`src/sv/safe_relative_path_checker_core_assert.svh`:
```
// ----------------------------------------------------------------------------
// Assertion macros for the relative path checker
// Shared concurrent assertion forms, reset-qualified on the block clock.
// ----------------------------------------------------------------------------
`ifndef SAFE_RELATIVE_PATH_CHECKER_CORE_ASSERT_SVH
`define SAFE_RELATIVE_PATH_CHECKER_CORE_ASSERT_SVH

// Same-cycle implication
`define SRPC_ASSERT_NOW(label, clk, rst_n, ante, cons) \
    label: assert property (@(posedge clk) disable iff (!rst_n) (ante) |-> (cons)) \
        else $error("srpc same-cycle check failed");

// Next-cycle implication
`define SRPC_ASSERT_NEXT(label, clk, rst_n, ante, cons) \
    label: assert property (@(posedge clk) disable iff (!rst_n) (ante) |=> (cons)) \
        else $error("srpc next-cycle check failed");

`endif

```
`src/sv/srpc_pkg.sv`:
```
// ----------------------------------------------------------------------------
// srpc_pkg
// Types and constants for the relative path checker.
// ----------------------------------------------------------------------------
package srpc_pkg;

    localparam int BYTE_W    = 8;
    localparam int VERDICT_W = 3;
    localparam int CODE_W    = 21;

    typedef logic [BYTE_W-1:0]    t_byte;
    typedef logic [VERDICT_W-1:0] t_verdict;
    typedef logic [CODE_W-1:0]    t_code;

    // Verdict codes; UTF8 through COMP in priority order, highest first
    localparam t_verdict VERDICT_OK     = 3'd0;
    localparam t_verdict VERDICT_UTF8   = 3'd1;
    localparam t_verdict VERDICT_UNSAFE = 3'd2;
    localparam t_verdict VERDICT_DRIVE  = 3'd3;
    localparam t_verdict VERDICT_COMP   = 3'd4;

    // Byte values
    localparam t_byte CH_SLASH     = 8'h2F;
    localparam t_byte CH_BACKSLASH = 8'h5C;
    localparam t_byte CH_DOT       = 8'h2E;
    localparam t_byte CH_COLON     = 8'h3A;
    localparam t_byte CH_DEL       = 8'h7F;
    localparam t_byte CH_SPACE     = 8'h20;
    localparam t_byte CONT_MASK    = 8'hC0;
    localparam t_byte CONT_TAG     = 8'h80;
    localparam t_byte LEAD2_LO     = 8'hC2;
    localparam t_byte LEAD2_HI     = 8'hDF;
    localparam t_byte LEAD3_LO     = 8'hE0;
    localparam t_byte LEAD3_HI     = 8'hEF;
    localparam t_byte LEAD4_LO     = 8'hF0;
    localparam t_byte LEAD4_HI     = 8'hF4;

    // Code point limits
    localparam t_code CP_MIN3      = 21'h000800;
    localparam t_code CP_MIN4      = 21'h010000;
    localparam t_code CP_MAX       = 21'h10FFFF;
    localparam t_code CP_SURR_LO   = 21'h00D800;
    localparam t_code CP_SURR_HI   = 21'h00DFFF;

endpackage

```
`src/sv/srpc_if.sv`:
```
// ----------------------------------------------------------------------------
// srpc_in_if / srpc_out_if
// Valid/ready channels for path bytes in and verdicts out.
// ----------------------------------------------------------------------------
interface srpc_in_if;
    logic              valid;
    logic              ready;
    srpc_pkg::t_byte   path_byte;
    logic              byte_present;
    logic              last;

    modport source (output valid, output path_byte, output byte_present,
                    output last, input ready);
    modport sink   (input valid, input path_byte, input byte_present,
                    input last, output ready);
endinterface

interface srpc_out_if;
    logic               valid;
    logic               ready;
    srpc_pkg::t_verdict verdict;

    modport source (output valid, output verdict, input ready);
    modport sink   (input valid, input verdict, output ready);
endinterface

```
`src/sv/safe_relative_path_checker_core.sv`:
```
// ----------------------------------------------------------------------------
// safe_relative_path_checker_core
// Streaming UTF-8 and relative path safety checker, one verdict per path.
// ----------------------------------------------------------------------------
//  channel | dir | fields                           | transfer
//  i_in    | in  | path_byte, byte_present, last    | valid && ready
//  o_out   | out | verdict                          | valid && ready
//
//  One item per cycle while the skid entry is free. The path state updates in
//  the cycle of the transfer; the verdict of an end item is registered for o_out.
//  A result register plus one skid entry keep input flowing while o_out
//  stalls; i_in.ready drops only while the skid entry is occupied.
//  i_rst_n is synchronous, active low; it clears path state and outputs.
// ----------------------------------------------------------------------------
`include "safe_relative_path_checker_core_assert.svh"

module safe_relative_path_checker_core (
    input  logic              i_clk,
    input  logic              i_rst_n,
    srpc_in_if.sink           i_in,
    srpc_out_if.source        o_out
);

    localparam int CODE_SHIFT_HI = srpc_pkg::CODE_W - 7;

    // Path state
    logic [1:0]            r_cont_left, n_cont_left;
    logic [2:0]            r_seq_width, n_seq_width;
    srpc_pkg::t_code       r_code_accum, n_code_accum;
    logic                  r_utf8_bad, n_utf8_bad;
    logic                  r_unsafe_seen, n_unsafe_seen;
    logic                  r_first_is_letter, n_first_is_letter;
    logic [1:0]            r_byte_pos, n_byte_pos;
    logic                  r_drive_seen, n_drive_seen;
    logic [1:0]            r_comp_len, n_comp_len;
    logic                  r_comp_all_dots, n_comp_all_dots;
    logic                  r_comp_bad, n_comp_bad;

    // Output register and skid entry
    logic                  r_out_valid;
    srpc_pkg::t_verdict    r_out_verdict;
    logic                  r_skid_valid;
    srpc_pkg::t_verdict    r_skid_verdict;

    logic                  in_fire;
    logic                  out_fire;
    logic                  end_fire;
    logic                  end_stall;
    logic                  path_idle;
    srpc_pkg::t_byte       b;
    logic                  letter;
    logic                  comp_forbidden;
    srpc_pkg::t_code       cont_code;
    srpc_pkg::t_verdict    verdict;

    assign i_in.ready    = !r_skid_valid;
    assign in_fire       = i_in.valid && i_in.ready;
    assign out_fire      = r_out_valid && o_out.ready;
    assign end_fire      = in_fire && i_in.last;
    assign o_out.valid   = r_out_valid;
    assign o_out.verdict = r_out_verdict;

    assign b      = i_in.path_byte;
    assign letter = (b >= 8'h41 && b <= 8'h5A) || (b >= 8'h61 && b <= 8'h7A);
    assign cont_code = {r_code_accum[CODE_SHIFT_HI:0], b[5:0]};

    always_comb begin
        n_cont_left       = r_cont_left;
        n_seq_width       = r_seq_width;
        n_code_accum      = r_code_accum;
        n_utf8_bad        = r_utf8_bad;
        n_unsafe_seen     = r_unsafe_seen;
        n_first_is_letter = r_first_is_letter;
        n_byte_pos        = r_byte_pos;
        n_drive_seen      = r_drive_seen;
        n_comp_len        = r_comp_len;
        n_comp_all_dots   = r_comp_all_dots;
        n_comp_bad        = r_comp_bad;

        if (i_in.byte_present) begin
            // UTF-8 decode
            if (r_cont_left != 2'd0) begin
                if ((b & srpc_pkg::CONT_MASK) != srpc_pkg::CONT_TAG) begin
                    n_utf8_bad  = 1'b1;
                    n_cont_left = 2'd0;
                end else begin
                    n_code_accum = cont_code;
                    n_cont_left  = r_cont_left - 2'd1;
                    if (r_cont_left == 2'd1) begin
                        if ((r_seq_width == 3'd3 && cont_code < srpc_pkg::CP_MIN3) ||
                            (r_seq_width == 3'd4 && cont_code < srpc_pkg::CP_MIN4) ||
                            cont_code > srpc_pkg::CP_MAX ||
                            (cont_code >= srpc_pkg::CP_SURR_LO &&
                             cont_code <= srpc_pkg::CP_SURR_HI)) begin
                            n_utf8_bad = 1'b1;
                        end
                    end
                end
            end else if (b <= srpc_pkg::CH_DEL) begin
                n_seq_width  = 3'd1;
                n_code_accum = {13'd0, b};
            end else if (b >= srpc_pkg::LEAD2_LO && b <= srpc_pkg::LEAD2_HI) begin
                n_seq_width  = 3'd2;
                n_code_accum = {16'd0, b[4:0]};
                n_cont_left  = 2'd1;
            end else if (b >= srpc_pkg::LEAD3_LO && b <= srpc_pkg::LEAD3_HI) begin
                n_seq_width  = 3'd3;
                n_code_accum = {17'd0, b[3:0]};
                n_cont_left  = 2'd2;
            end else if (b >= srpc_pkg::LEAD4_LO && b <= srpc_pkg::LEAD4_HI) begin
                n_seq_width  = 3'd4;
                n_code_accum = {18'd0, b[2:0]};
                n_cont_left  = 2'd3;
            end else begin
                n_utf8_bad = 1'b1;
            end

            // Character class checks
            if (b < srpc_pkg::CH_SPACE || b == srpc_pkg::CH_DEL ||
                b == srpc_pkg::CH_BACKSLASH) begin
                n_unsafe_seen = 1'b1;
            end
            if (r_byte_pos == 2'd0) begin
                if (b == srpc_pkg::CH_SLASH) begin
                    n_unsafe_seen = 1'b1;
                end
                n_first_is_letter = letter;
            end else if (r_byte_pos == 2'd1) begin
                if (r_first_is_letter && b == srpc_pkg::CH_COLON) begin
                    n_drive_seen = 1'b1;
                end
            end
            if (r_byte_pos != 2'd2) begin
                n_byte_pos = r_byte_pos + 2'd1;
            end

            // Component tracking
            if (b == srpc_pkg::CH_SLASH) begin
                if (r_comp_len == 2'd0 || (r_comp_all_dots && r_comp_len != 2'd3)) begin
                    n_comp_bad = 1'b1;
                end
                n_comp_len      = 2'd0;
                n_comp_all_dots = 1'b1;
            end else begin
                if (b != srpc_pkg::CH_DOT) begin
                    n_comp_all_dots = 1'b0;
                end
                if (r_comp_len != 2'd3) begin
                    n_comp_len = r_comp_len + 2'd1;
                end
            end
        end
    end

    // Final component: empty, "." or ".."
    assign comp_forbidden = (n_comp_len == 2'd0) ||
                            (n_comp_all_dots && n_comp_len != 2'd3);

    always_comb begin
        if (n_utf8_bad || n_cont_left != 2'd0) begin
            verdict = srpc_pkg::VERDICT_UTF8;
        end else if (n_byte_pos == 2'd0 || n_unsafe_seen) begin
            verdict = srpc_pkg::VERDICT_UNSAFE;
        end else if (n_drive_seen) begin
            verdict = srpc_pkg::VERDICT_DRIVE;
        end else if (n_comp_bad || comp_forbidden) begin
            verdict = srpc_pkg::VERDICT_COMP;
        end else begin
            verdict = srpc_pkg::VERDICT_OK;
        end
    end

    // Path state registers
    always_ff @(posedge i_clk) begin
        if (!i_rst_n || end_fire) begin
            r_cont_left       <= 2'd0;
            r_seq_width       <= 3'd0;
            r_code_accum      <= '0;
            r_utf8_bad        <= 1'b0;
            r_unsafe_seen     <= 1'b0;
            r_first_is_letter <= 1'b0;
            r_byte_pos        <= 2'd0;
            r_drive_seen      <= 1'b0;
            r_comp_len        <= 2'd0;
            r_comp_all_dots   <= 1'b1;
            r_comp_bad        <= 1'b0;
        end else if (in_fire) begin
            r_cont_left       <= n_cont_left;
            r_seq_width       <= n_seq_width;
            r_code_accum      <= n_code_accum;
            r_utf8_bad        <= n_utf8_bad;
            r_unsafe_seen     <= n_unsafe_seen;
            r_first_is_letter <= n_first_is_letter;
            r_byte_pos        <= n_byte_pos;
            r_drive_seen      <= n_drive_seen;
            r_comp_len        <= n_comp_len;
            r_comp_all_dots   <= n_comp_all_dots;
            r_comp_bad        <= n_comp_bad;
        end
    end

    // Result register with skid entry
    always_ff @(posedge i_clk) begin
        if (!i_rst_n) begin
            r_out_valid  <= 1'b0;
            r_skid_valid <= 1'b0;
        end else if (!r_out_valid || out_fire) begin
            if (r_skid_valid) begin
                r_out_valid  <= 1'b1;
                r_skid_valid <= 1'b0;
            end else begin
                r_out_valid  <= end_fire;
            end
        end else if (end_fire) begin
            r_skid_valid <= 1'b1;
        end
    end

    always_ff @(posedge i_clk) begin
        if (!r_out_valid || out_fire) begin
            r_out_verdict <= r_skid_valid ? r_skid_verdict : verdict;
        end
        if (r_out_valid && !out_fire && end_fire) begin
            r_skid_verdict <= verdict;
        end
    end

    assign end_stall = r_out_valid && !o_out.ready && end_fire;
    assign path_idle = r_cont_left == 2'd0 && r_byte_pos == 2'd0 && r_comp_all_dots;

    `SRPC_ASSERT_NOW(a_skid_behind_out, i_clk, i_rst_n, r_skid_valid, r_out_valid)
    `SRPC_ASSERT_NEXT(a_stall_to_skid, i_clk, i_rst_n, end_stall, r_skid_valid)
    `SRPC_ASSERT_NEXT(a_end_clears, i_clk, i_rst_n, end_fire, path_idle)
    `SRPC_ASSERT_NOW(a_verdict_range, i_clk, i_rst_n, r_out_valid, r_out_verdict <= srpc_pkg::VERDICT_COMP)

endmodule
```
`src/flat_wrapper.sv`:
```
// flat-port wrapper written by rule: the top's interface ports become plain ports
module safe_relative_path_checker_core_flat 
  (i_clk, i_rst_n, i_in_valid, i_in_path_byte, i_in_byte_present, i_in_last, i_in_ready, o_out_valid, o_out_verdict, o_out_ready);
  srpc_in_if i_in_i ();
  srpc_out_if o_out_i ();
  input  logic i_clk;
  input  logic i_rst_n;
  input wire logic [$bits(i_in_i.valid)-1:0] i_in_valid;
  input wire logic [$bits(i_in_i.path_byte)-1:0] i_in_path_byte;
  input wire logic [$bits(i_in_i.byte_present)-1:0] i_in_byte_present;
  input wire logic [$bits(i_in_i.last)-1:0] i_in_last;
  output wire logic [$bits(i_in_i.ready)-1:0] i_in_ready;
  output wire logic [$bits(o_out_i.valid)-1:0] o_out_valid;
  output wire logic [$bits(o_out_i.verdict)-1:0] o_out_verdict;
  input wire logic [$bits(o_out_i.ready)-1:0] o_out_ready;
  assign i_in_i.valid = i_in_valid;
  assign i_in_i.path_byte = i_in_path_byte;
  assign i_in_i.byte_present = i_in_byte_present;
  assign i_in_i.last = i_in_last;
  assign i_in_ready = i_in_i.ready;
  assign o_out_valid = o_out_i.valid;
  assign o_out_verdict = o_out_i.verdict;
  assign o_out_i.ready = o_out_ready;
  safe_relative_path_checker_core u_core (.i_clk(i_clk), .i_rst_n(i_rst_n), .i_in(i_in_i), .o_out(o_out_i));
endmodule
```
`config.mk`:
```
export PLATFORM = sky130hd
export DESIGN_NAME = safe_relative_path_checker_core_flat
export DESIGN_NICKNAME = d
export VERILOG_FILES = /design/src/sv/srpc_pkg.sv /design/src/sv/srpc_if.sv /design/src/sv/safe_relative_path_checker_core.sv /design/src/flat_wrapper.sv
export VERILOG_INCLUDE_DIRS = /design/src /design/src/sv
export SDC_FILE = /design/constraint.sdc
export NUM_CORES = 1
export LEC_CHECK = 0
export BUFFER_PORTS_ARGS = -buffer_cell sky130_fd_sc_hd__buf_4
export CAP_MARGIN = 0
export CORE_ASPECT_RATIO = 0.6
export CORE_MARGIN = 2
export CORE_UTILIZATION = 48
export CTS_CLUSTER_SIZE = 12
export DETAILED_ROUTE_END_ITERATION = 10
export GPL_ROUTABILITY_DRIVEN = 0
export PLACE_DENSITY = 0.68
export REMOVE_ABC_BUFFERS = 1
export SYNTH_ARGS = -nofsm -noshare
export SYNTH_HDL_FRONTEND = slang
export SYNTH_SLANG_ARGS = --single-unit
```
`constraint.sdc`:
```
create_clock -name i_clk -period 2.9 [get_ports i_clk]
set_input_delay 0 -clock i_clk [delete_from_list [all_inputs] [get_ports i_clk]]
set_output_delay 0 -clock i_clk [all_outputs]
set_load 0.01 [all_outputs]
```
-- Yosys cells after proc, flatten, opt, wreduce, memory -nomap -nowiden
Cells that the tools add are included.
- $add $sub $neg: 3
- order comparisons: 17
- equal/unequal tests: 14
- mux-type cells: 51
- bitwise operators: 2
- reductions and logical operators: 45
- operator list (kind ; count):
    2-to-1 mux 15 bit ; 6
    2-to-1 mux 3 bit ; 9
    >= comparator 8 bit (second input constant) ; 3
    <= comparator 8 x 7 -> 1 bit (second input constant) ; 3
    <= comparator 8 bit (second input constant) ; 3
    2-to-1 mux 1 bit ; 24
    2-to-1 mux 2 bit ; 12
    >= comparator 21 x 16 -> 1 bit (second input constant) ; 1
    greater-than comparator 21 bit (second input constant) ; 1
    <= comparator 21 x 16 -> 1 bit (second input constant) ; 1
    less-than comparator 21 x 12 -> 1 bit (second input constant) ; 1
    less-than comparator 21 x 17 -> 1 bit (second input constant) ; 1
    equality test 8 x 6 -> 1 bit (second input constant) ; 2
    equality test 8 x 7 -> 1 bit (second input constant) ; 2
    >= comparator 8 x 7 -> 1 bit (second input constant) ; 2
    logical AND 1 bit ; 16
    logical OR 1 bit ; 13
    inequality test 2 bit (second input constant) ; 5
    logical NOT 2 bit ; 4
    less-than comparator 8 x 6 -> 1 bit (second input constant) ; 1
    inequality test 8 x 6 -> 1 bit (second input constant) ; 1
    AND reduction 4 bit ; 2
    nonzero test 5 bit ; 1
    adder 2 x 1 -> 2 bit (second input constant) ; 2
    other kinds (10) ; 16
- bits in registers: 38
- bits of input ports: 14
- output and inout bits: 5
- word-level logic and storage cells: 147

-- Logic depth before layout (Yosys ltp)
Gate-level depths: netlist (run 1).
- word-level depth: 13
- mapped depth: 9
- gate-level depth less buffers: 8

-- Least setup slack after synthesis (run 1)
Ideal clock, no wire load.
- kind: reg2reg
- from: reg u_core.r_cont_left[0]
- to: reg u_core.r_skid_verdict[0] (data pin)
- library setup time: 0.265 ns
- data arrival time: 2.003 ns
- required time: 2.635 ns
- setup slack: 0.632 ns
- cell stages (with the launch flop): 9
- buffers on the path: 1
- period minus slack after synthesis: 2.268 ns
- cell sequence: dfxtp_1 > inv_1 > ha_1 > buf_2 > or3b_1 > a31oi_1 > a31oi_1 > o21a_2 > or3_1
- word-level cells in the longest chain between the ends: 9
- elaborated cells on any way between the ends: 17
- classes of those cells: add/sub: 1; eq/ne: 1; mux: 12; reduce/logical: 3
- ends and longest elaborated chain (what ; line ; RTL):
    start: declaration ; safe_relative_path_checker_core.sv:27 ; logic [1:0] r_cont_left, n_cont_left;
    start signal: assignment ; safe_relative_path_checker_core.sv:188 ; r_cont_left <= n_cont_left;
    2-to-1 mux 2 bit ; safe_relative_path_checker_core.sv:110 ; end else if (b >= srpc_pkg::LEAD4_LO && b <= srpc_pkg::LEAD4_HI) begin
    2-to-1 mux 2 bit ; safe_relative_path_checker_core.sv:106 ; end else if (b >= srpc_pkg::LEAD3_LO && b <= srpc_pkg::LEAD3_HI) begin
    2-to-1 mux 2 bit ; safe_relative_path_checker_core.sv:102 ; end else if (b >= srpc_pkg::LEAD2_LO && b <= srpc_pkg::LEAD2_HI) begin
    2-to-1 mux 2 bit ; safe_relative_path_checker_core.sv:99 ; end else if (b <= srpc_pkg::CH_DEL) begin
    2-to-1 mux 2 bit ; safe_relative_path_checker_core.sv:82 ; if (r_cont_left != 2'd0) begin
    2-to-1 mux 2 bit ; safe_relative_path_checker_core.sv:80 ; if (i_in.byte_present) begin
    nonzero test 2 bit ; safe_relative_path_checker_core.sv:160 ; if (n_utf8_bad || n_cont_left != 2'd0) begin
    logical OR 1 bit * ; safe_relative_path_checker_core.sv:160 ;
    2-to-1 mux 3 bit * ; safe_relative_path_checker_core.sv:160 ;
    named net u_core.verdict[0] ; safe_relative_path_checker_core.sv:54 ; srpc_pkg::t_verdict verdict;
    end signal: assignment ; safe_relative_path_checker_core.sv:224 ; r_skid_verdict <= verdict;
    end: declaration ; safe_relative_path_checker_core.sv:43 ; srpc_pkg::t_verdict r_skid_verdict;
The timed path passes the listed nets; every way through them passes the cells marked *.
A chain may end at the register's enable or synchronous reset.

-- Final worst setup path (run 1)
Same ends and word-level chain as after synthesis.

==> out/results.txt, run 1 <==
Iter 0 DRT Violations - 173
worst vdd ir - 268 µV
IO Pins - 19
Worst setup EP type - flip-flop
most numerous cell in the Yosys netlist - nand2_1
Seq pwr share - 0.440
flops & latches, synth - 38
Total Neg Setup Slack - 0 ps
Final Hold Violating Endpoints - 0
total gr overflow - 0
Worst-Skew Late Latency - 290 ps
HPWL Detailed - 3.54 mm
initial antenna violation count - 0
pre-CTS setup slack - 412 ps
gr usage total - 0.224
Comb pwr share - 0.139
RSZ-0062 raised after global routing - no
clock-pin slew on the worst setup and hold paths - 80 ps
asr flop ratio synth - 0
first-pass GRT wire length - 8.16 mm
Int Pwr - 968 µW
HP Class - in2reg
total CTS buffers - 5
Finished Cell Area - 2380 µm²
clock share of power - 0.421
Required @ worst endpoint - 2950 ps
vias in the first global route - 1610
Startpoint Class - flip-flop
Main synth FF type - dfxtp_1
Starting Density - 0.505
CTS Buffer Depth - 2
most common library cells after synthesis - nand2_1 (36), dfxtp_1 (32), a21oi_1 (31), nor2_1 (18), nand3_1 (13)
top cell type by total area after synthesis - dfxtp_1
outcome - finished, final reports clean
Post-DRT Antenna Nets - 0
worst setup margin - 371 ps
DRC Markers - 0
full die area - 4920 µm²
top post-synthesis cells by area - dfxtp_1 (31%), edfxtp_1 (8.6%), a21oi_1 (7.4%), nand2_1 (6.5%), nor2_1 (3.2%)
Netlist cell types - 59
number of flops mapped to enable cells by yosys - 6
Max FO, Critical Path - 9
DRT Wirelength - 4.91 mm
CTS root buf - clkbuf_8
drt pass-1 iters - 4
sequential fraction of the synthesis area - 0.393
setup violators final - 0
Synth warnings - 0
# diodes - 0
worst hold slack - 11.4 ps
IO buf count - 18
H-tree Lvls - 2
utilization after layout - 0.574
TritonCTS clock tree - yes
leakage power - 0.000851 µW
share of the synthesized area in the top cell type - 0.306
area grow syn2layout - 13.8%
final period utilization - 0.872
crit path time final - 2530 ps
Clock Skew - 5.39 ps
Max-Cap Viols - 0
share of layout cells above drive strength 1 - 0.165
vias - 1871
Post-Synthesis Cells - 251
via/cell ratio - 5.74
Slew Viols, Final - 0
slew at the pin closest to its max-slew limit - 558 ps
clock sink total - 38
fill count - 383
final net count - 284
crit path DAT - 2570 ps
Switch Pwr - 313 µW
Avg Cell Area, Syn - 8.33 µm²
maximum clock frequency - 0.395 GHz
die extent in y - 55.1 µm
Cell Rows - 18
largest net degree at the start of global routing - 22
post-DR wirelength/cell - 15.1 µm
Slew HR - 0.628
Cell Area, Synth - 2090 µm²
Placed Area - 2220 µm²
Power Density - 539 nW/µm²
WS Path Type - reg2reg
core area - 4140 µm²
width of the chip - 89.2 µm
setup bufs post-CTS - 0
Sw Ratio - 0.245
-- sequential cells by signal, summed over array words and instances, names as in the netlist --
signal                    flops
u_core.r_skid_valid           1
u_core.r_skid_verdict         3
u_core.r_comp_bad             1
u_core.r_comp_len             2
u_core.r_byte_pos             2
u_core.o_out.valid            1
u_core.r_unsafe_seen          1
u_core.r_seq_width            3
u_core.o_out.verdict          3
u_core.r_code_accum          15
u_core.r_drive_seen           1
u_core.r_cont_left            2
u_core.r_utf8_bad             1
u_core.r_first_is_letter      1
u_core.r_comp_all_dots        1
-- cell families after synthesis --
family / after synthesis / share of synthesized area
adders and majority gates: 6 / 0.0347
muxes: 2 / 0.00958
DFF: 38 / 0.393
AOI/OAI and AO/OA: 68 / 0.214
and+or+nand+nor: 111 / 0.284
buffers and inverters: 26 / 0.0646
-- critical path, cell delays in order, from the launching register on --
cell and delay (ps):
dfxtp_1 370, inv_1 90, ha_1 340, clkinv_1 330, a31oi_1 400, a31oi_1 120
o21a_2 260, or3_1 370
-- power groups by stage --
stage                     clock network, µW  logic (µW)  registers [µW]
after floorplan                           0         101             578
after global placement                    0         170             576
after detailed placement                  0         172             577
after CTS                               550         176             564
after global routing                    565         199             567
final                                   540         178             564
-- worst paths after layout --
check	start	end	slack (ps)	cells after the start
max reg2reg	u_core.r_cont_left[0]	u_core.r_skid_verdict[0]	370	7
min	i_in_path_byte[2]	u_core.r_code_accum[2]	10	3
min reg2reg	u_core.r_code_accum[12]	u_core.r_code_accum[12]	450	2
max	u_core.r_cont_left[0]	u_core.r_skid_verdict[0]	370	7
-- routing by layer --
layer / wire length [µm] / vias up / part of all wire / track usage
met4: 34 / 0 / 0.0069 / 0.0597
met5: 0 / - / 0 / 0
met1: 2620 / 877 / 0.53 / 0.353
met3: 381 / 4 / 0.078 / 0.0579
met2: 1880 / 57 / 0.38 / 0.294
li1: - / 933 / - / -
-- placed cells by master (no fill, tap or decap), types with 4 or more instances in the layout --
cell type / Yosys / final
nand2_1: 36 / 36
or3_1: 4 / 4
dfxtp_1: 32 / 32
nor2_1: 18 / 18
edfxtp_1: 6 / 6
a21oi_1: 31 / 31
nor3_1: 4 / 4
clkbuf_8: 0 / 5
o211ai_1: 4 / 4
a31oi_1: 4 / 4
buf_4: 2 / 19
o21ai_0: 7 / 7
inv_1: 9 / 9
nand3_1: 13 / 13
ha_1: 5 / 5
-- metrics by stage --
step | cells | total power, µW
2_1_floorplan | 236 | 679
3_3_place_gp | 315 | 746
3_5_place_dp | 315 | 748
4_1_cts | 326 | 1290
5_1_grt | 326 | 1330
6_report | 326 | 1280
-- what timing repair did --
action | 4_1_cts | 5_1_grt
endpoints found under the hold margin | 4 | 0
hold buffers | 3 | 0
setup endpoints to repair | 0 | 0
resized for setup | 0 | 0
-- cell type report --
class	count	area [µm²]	share of cell area
Sequential cell	38	821	0.345
Tap cell	60	75.1	0.0315
Timing Repair Buffer	22	173	0.0726
Clock buffer	5	68.8	0.0289
Inverter	11	43.8	0.0184
Multi-Input combinational cell	187	1130	0.477
Clock inverter	3	63.8	0.0268
(Power assumes the default switching activity.)
==> run 2: changes to the inputs <==
- BUFFER_PORTS_ARGS: -buffer_cell sky130_fd_sc_hd__buf_4 -> default
- CORE_MARGIN: 2 -> 8
- DONT_BUFFER_PORTS: default -> 1
- PLACE_DENSITY: 0.68 -> 0.64
==> run 2 against run 1 <==
Count of clock-buffer cells in the layout did not move. Setup slack improved by 25 ps. Register-to-register slack improved by 20 ps. Core utilization fell by 0.75 points. Via count rose by 0.11%. Non-clock buffer count fell by 7. Clock skew barely moved. Critical path type unchanged. Critical endpoint is now u_core.r_seq_width[0].
==> out/results.txt, run 2 (same netlist as run 1, synthesis figures left out) <==
end of the critical path - u_core.r_seq_width[0]
total gr overflow - 0 (unchanged)
vias in the first global route - 1712 (+6.3%)
Startpoint Class - flip-flop
HPWL Detailed - 3.58 mm (+1.1%)
# diodes - 0 (unchanged)
clock sink total - 38 (unchanged)
Switch Pwr - 304 µW (-3.2%)
DRT Wirelength - 5.17 mm (+5.2%)
Total Neg Setup Slack - 0 ps (unchanged)
die extent in y - 67.1 µm (+22%)
TritonCTS clock tree - yes
Max FO, Critical Path - 9 (unchanged)
most frequent cells in the layout - nand2_1 (36), dfxtp_1 (32), a21oi_1 (31)
Slew HR - 0.604 (-0.0242)
post-DR wirelength/cell - 16.2 µm (+7.5%)
WS Path Type - reg2reg
RSZ-0062 raised after global routing - no
area grow syn2layout - 12.3%
crit path DAT - 2750 ps (+180 ps)
gr usage total - 0.165 (-0.0595)
r2r setup slk - 400 ps (+20 ps)
Comb pwr share - 0.125 (-0.014)
Required @ worst endpoint - 3150 ps (+200 ps)
via/cell ratio - 5.87 (+2.3%)
Seq pwr share - 0.482 (+0.042)
worst r2r src - u_core.r_cont_left[0]
worst vdd ir - 246 µV (-8.2%)
clock-pin slew on the worst setup and hold paths - 80 ps (about the same)
Final Hold Violating Endpoints - 0 (unchanged)
Sw Ratio - 0.257 (+0.0128)
outcome - finished, final reports clean
clock share of power - 0.392 (-0.029)
reg-to-reg endpoint - u_core.r_seq_width[0]
initial antenna violation count - 0 (unchanged)
IO Pins - 19 (unchanged)
setup bufs post-CTS - 0 (unchanged)
Worst setup EP type - flip-flop
final net count - 277 (-2.5%)
leakage power - 0.000795 µW (-6.6%)
slew at the pin closest to its max-slew limit - 594 ps (+36.2 ps)
commonest non-fill, non-tap cell in the layout - nand2_1
worst hold slack - 9.97 ps (-1.44 ps)
IO buf count - 0 (-18)
maximum clock frequency - 0.399 GHz (+0.99%)
DRC Markers - 0 (unchanged)
Power Density - 502 nW/µm² (-6.8%)
fill count - 401 (+4.7%)
Worst-Skew Late Latency - 300 ps (about the same)
full die area - 6790 µm² (+38%)
Int Pwr - 876 µW (-9.6%)
crit path time final - 2500 ps (-24.7 ps)
Top reg by flops - u_core.r_code_accum
vias - 1873 (+0.11%)
HP Class - in2reg
largest net degree at the start of global routing - 18 (-18%)
Clock Skew - 5.42 ps (+0.0384 ps)
hold depth - 3 (unchanged)
total CTS buffers - 5 (unchanged)
CP startpoint - u_core.r_cont_left[0]
Slew Viols, Final - 0 (unchanged)
width of the chip - 101 µm (+13%)
max reg flops - 15 (unchanged)
setup violators final - 0 (unchanged)
first-pass GRT wire length - 8.78 mm (+7.6%)
Max-Cap Viols - 0 (unchanged)
CTS root buf - clkbuf_8
Iter 0 DRT Violations - 157 (-9.2%)
Starting Density - 0.505 (unchanged)
final period utilization - 0.863 (-0.00851)
CTS Buffer Depth - 2 (unchanged)
Post-DRT Antenna Nets - 0 (unchanged)
H-tree Lvls - 2 (unchanged)
core area - 4140 µm² (unchanged)
drt pass-1 iters - 4 (unchanged)
Reg2Reg Depth - 8 (+1)
Cell Rows - 18 (unchanged)
share of layout cells above drive strength 1 - 0.116 (-0.0496)
[run 2: cell count changes in the layout (fill, tap and decap cells not counted)]
| cell | delta |
|---|---|
| a31oi_1 | -1 |
| a31oi_2 | +1 |
| buf_4 | -18 |
| bufinv_16 | -1 |
| clkinv_1 | -2 |
| clkinvlp_4 | +3 |
| dlygate4sd3_1 | +11 |
| ha_1 | -1 |
| ha_2 | +1 |
[run 2: layout make-up]
class,count,area (µm²),area share
multi-input combinational,187,1140,0.487
clock buffer,5,68.8,0.0293
clock inverter,3,45.0,0.0192
sequential,38,821,0.349
inverter,11,47.5,0.0202
tap,60,75.1,0.0320
timing repair buffer,15,148,0.0629
[run 2: layer usage]
layer | part of all wire | vias to the layer above | GRT usage | wire length [µm]
li1 | - | 923 | - | -
met1 | 0.53 | 886 | 0.242 | 2730
met2 | 0.39 | 56 | 0.223 | 2010
met3 | 0.068 | 8 | 0.0426 | 353
met4 | 0.014 | 0 | 0.0589 | 70
met5 | 0 | - | 0 | 0
[run 2: how the worst min path moves through the flow]
| stage | endpoint | from |
|---|---|---|
| 2_1_floorplan | u_core.r_seq_width[0] | i_in_path_byte[7] |
| 3_3_place_gp | u_core.r_seq_width[0] | i_in_path_byte[7] |
| 3_5_place_dp | u_core.r_seq_width[0] | i_in_path_byte[7] |
| 4_1_cts | u_core.r_cont_left[1] | i_in_path_byte[6] |
| 5_1_grt | u_core.r_cont_left[1] | i_in_path_byte[6] |
| 6_report | u_core.r_cont_left[1] | i_in_path_byte[6] |
[run 2: power by group through the flow]
stage          Combinational, µW  Clock, µW  Sequential, µW
2_1_floorplan                101          0             578
3_3_place_gp                 126          0             582
3_5_place_dp                 126          0             582
4_1_cts                      144        468             569
5_1_grt                      164        494             572
6_report                     148        463             569
[run 2: per-stage QoR]
step                      total power (µW)  cell area, µm²  cells  utilization  setup slack [ps]
after floorplan                        679            2000    236            -               676
after global placement                 707            2080    297        0.502               541
after detailed placement               707            2080    297        0.502               432
after CTS                             1180            2340    319        0.564               178
after global routing                  1230            2350    319        0.567               146
final                                 1180            2350    319        0.567               396
[run 2: worst max-delay path, cell delays in order, from the launching register on]
cell           delay [ps]
dfxtp_1               370
inv_1                 110
ha_2                  300
clkinvlp_4            240
a31oi_2               280
and2_0                300
nor2_1                 70
a311oi_1              220
dlygate4sd3_1         570
[run 2: what timing repair did]
item	4_1_cts	5_1_grt
hold buffers	14	0
resized for setup	0	3
endpoints found under the setup margin	0	1
hold endpoints to repair	13	0
==> run 3: changes to the inputs <==
- CORE_ASPECT_RATIO: 0.6 -> 1.25
- GPL_TIMING_DRIVEN: default -> 0
==> run 3 against run 2 <==
Worst hold slack better by 5.8 ps. Sequential share of layout area shrank 0.056 points. Clock skew rose by 4.7 ps. Sequential power barely moved. Highest routed layer unchanged.
==> out/results.txt, run 3 (same netlist as run 1, synthesis figures left out) <==
outcome - finished, final reports clean
worst vdd ir - 274 µV (+11%)
worst setup margin - 346 ps (-49.9 ps)
crit path DAT - 2780 ps (+30 ps)
# diodes - 0 (unchanged)
most frequent cells in the layout - nand2_1 (36), dfxtp_1 (32), a21oi_1 (31)
Startpoint Class - flip-flop
Max FO, Critical Path - 9 (unchanged)
DRT Wirelength - 5.01 mm (-3.0%)
clock-pin slew on the worst setup and hold paths - 80 ps (about the same)
DRC Markers - 0 (unchanged)
area grow syn2layout - 12.5%
worst path cell trace - inv_1 -> ha_2 -> clkinvlp_4 -> a31oi_2 -> and2_0 -> nor2_1 -> a311oi_1 -> dlygate4sd3_1
RSZ-0062 raised after global routing - no
largest net degree at the start of global routing - 31 (+13)
leakage power - 0.000804 µW (+1.2%)
IO Pins - 19 (unchanged)
buffers and inverters on the worst path - 3 (unchanged)
r2r setup slk - 350 ps (-50 ps)
gr usage total - 0.162 (-0.00290)
final net count - 275 (-0.72%)
CP top delay family - buffers and inverters
Top reg by flops - u_core.r_code_accum
full die area - 6740 µm² (-0.82%)
Worst setup EP type - flip-flop
WS Path Type - reg2reg
CTS root buf - clkbuf_8
share of layout cells above drive strength 1 - 0.113 (-0.00299)
hold depth - 3 (unchanged)
Hold Path Sink - u_core.r_comp_all_dots
total CTS buffers - 5 (unchanged)
maximum clock frequency - 0.392 GHz (-2.0%)
final period utilization - 0.881 (+0.0172)
CTS Buffer Depth - 2 (unchanged)
initial antenna violation count - 0 (unchanged)
Clock Skew - 10.1 ps (+4.72 ps)
Cell Rows - 27 (+9)
HPWL Detailed - 3.43 mm (-4.2%)
vias - 1820 (-2.8%)
Reg2Reg Depth - 8 (unchanged)
Iter 0 DRT Violations - 78 (-50%)
slew at the pin closest to its max-slew limit - 1030 ps (+439 ps)
IO buf count - 0 (unchanged)
die extent in y - 89.8 µm (+34%)
setup bufs post-CTS - 0 (unchanged)
H-tree Lvls - 2 (unchanged)
clock sink total - 38 (unchanged)
vias in the first global route - 1731 (+1.1%)
first-pass GRT wire length - 8.65 mm (-1.4%)
worst r2r src - u_core.r_cont_left[0]
post-DR wirelength/cell - 15.9 µm (-1.7%)
Slew Viols, Final - 0 (unchanged)
via/cell ratio - 5.78 (-1.6%)
Required @ worst endpoint - 3130 ps (-20 ps)
Max-Cap Viols - 0 (unchanged)
reg-to-reg endpoint - u_core.r_seq_width[0]
core area - 4290 µm² (+3.5%)
CP max stage delay - 600 ps (+30 ps)
pre-CTS setup slack - 455 ps (+22.8 ps)
Total Neg Setup Slack - 0 ps (unchanged)
total gr overflow - 0 (unchanged)
TritonCTS clock tree - yes
Starting Density - 0.487 (-0.0172)
drt pass-1 iters - 4 (unchanged)
crit path time final - 2550 ps (+49.9 ps)
Worst-Skew Late Latency - 290 ps (about the same)
Post-DRT Antenna Nets - 0 (unchanged)
HP Class - in2reg
Final Hold Violating Endpoints - 0 (unchanged)
hold_sp - i_in_path_byte[1]
setup violators final - 0 (unchanged)
width of the chip - 75.0 µm (-26%)
commonest non-fill, non-tap cell in the layout - nand2_1
Slew HR - 0.310 (-0.294)
max reg flops - 15 (unchanged)
slowest CP cell - dlygate4sd3_1
Power Density - 535 nW/µm² (+6.6%)
run 3: cell count changes in the layout (fill, tap and decap cells not counted), sizes merged:
cell and delta:
buf -1, bufinv +1, clkinv +1, clkinvlp -2, dlygate4sd3 -1
run 3: stage by stage:
step	area [µm²]	hold WS, ps	std cells	power (µW)	util
CTS	2340	11.7	315	1270	0.545
finish	2350	15.8	315	1260	0.548
detailed placement	2070	128	294	706	0.483
global placement	2070	121	294	705	0.483
global route	2350	5.50	315	1320	0.548
floorplan	2000	109	236	679	-
run 3: what timing repair did:
action	in CTS	in global routing
resized for setup	0	3
hold buffers	13	0
setup endpoints to repair	0	1
hold endpoints to repair	13	0
run 3: cell type report:
class / instances / area, µm²
fill: 423 / 1940
tap: 58 / 72.6
timing repair buffer: 13 / 130
sequential: 38 / 821
clock inverter: 3 / 68.8
clock buffer: 5 / 68.8
multi-input combinational: 187 / 1140
inverter: 11 / 47.5
run 3: how the worst max path moves through the flow:
stage	startpoint	end	slack, ps	depth (start not counted)
finish	u_core.r_cont_left[0]	u_core.r_seq_width[0]	350	8
global route	u_core.r_cont_left[0]	u_core.r_seq_width[0]	130	8
CTS	u_core.r_cont_left[0]	u_core.r_seq_width[0]	130	8
detailed placement	u_core.r_cont_left[0]	u_core.r_skid_verdict[0]	450	7
global placement	u_core.r_cont_left[0]	u_core.r_skid_verdict[0]	400	7
floorplan	u_core.r_cont_left[0]	u_core.r_skid_verdict[0]	680	7
run 3: per-layer routing:
| layer | track usage | part of all wire | wire length, µm | vias to the layer above |
|---|---|---|---|---|
| li1 | - | - | - | 928 |
| met1 | 0.190 | 0.45 | 2260 | 847 |
| met2 | 0.266 | 0.49 | 2440 | 31 |
| met3 | 0.0356 | 0.037 | 186 | 14 |
| met4 | 0.0738 | 0.026 | 128 | 0 |
| met5 | 0 | 0 | 0 | - |
run 3: report_power, final:
part | switching [µW] | internal [µW] | leakage [µW]
logic | 81.5 | 63.3 | 0.000416
registers | 14.6 | 555 | 0.000319
clock network | 200 | 345 | 0.0000683
run 3: worst reg2reg max path, cell delays in order, from the launching register on:
cell and delay (ps):
dfxtp_1 370, inv_1 90, ha_2 290, clkinvlp_4 220, a31oi_2 300, and2_0 320, nor2_1 80, a311oi_1 230
dlygate4sd3_1 600
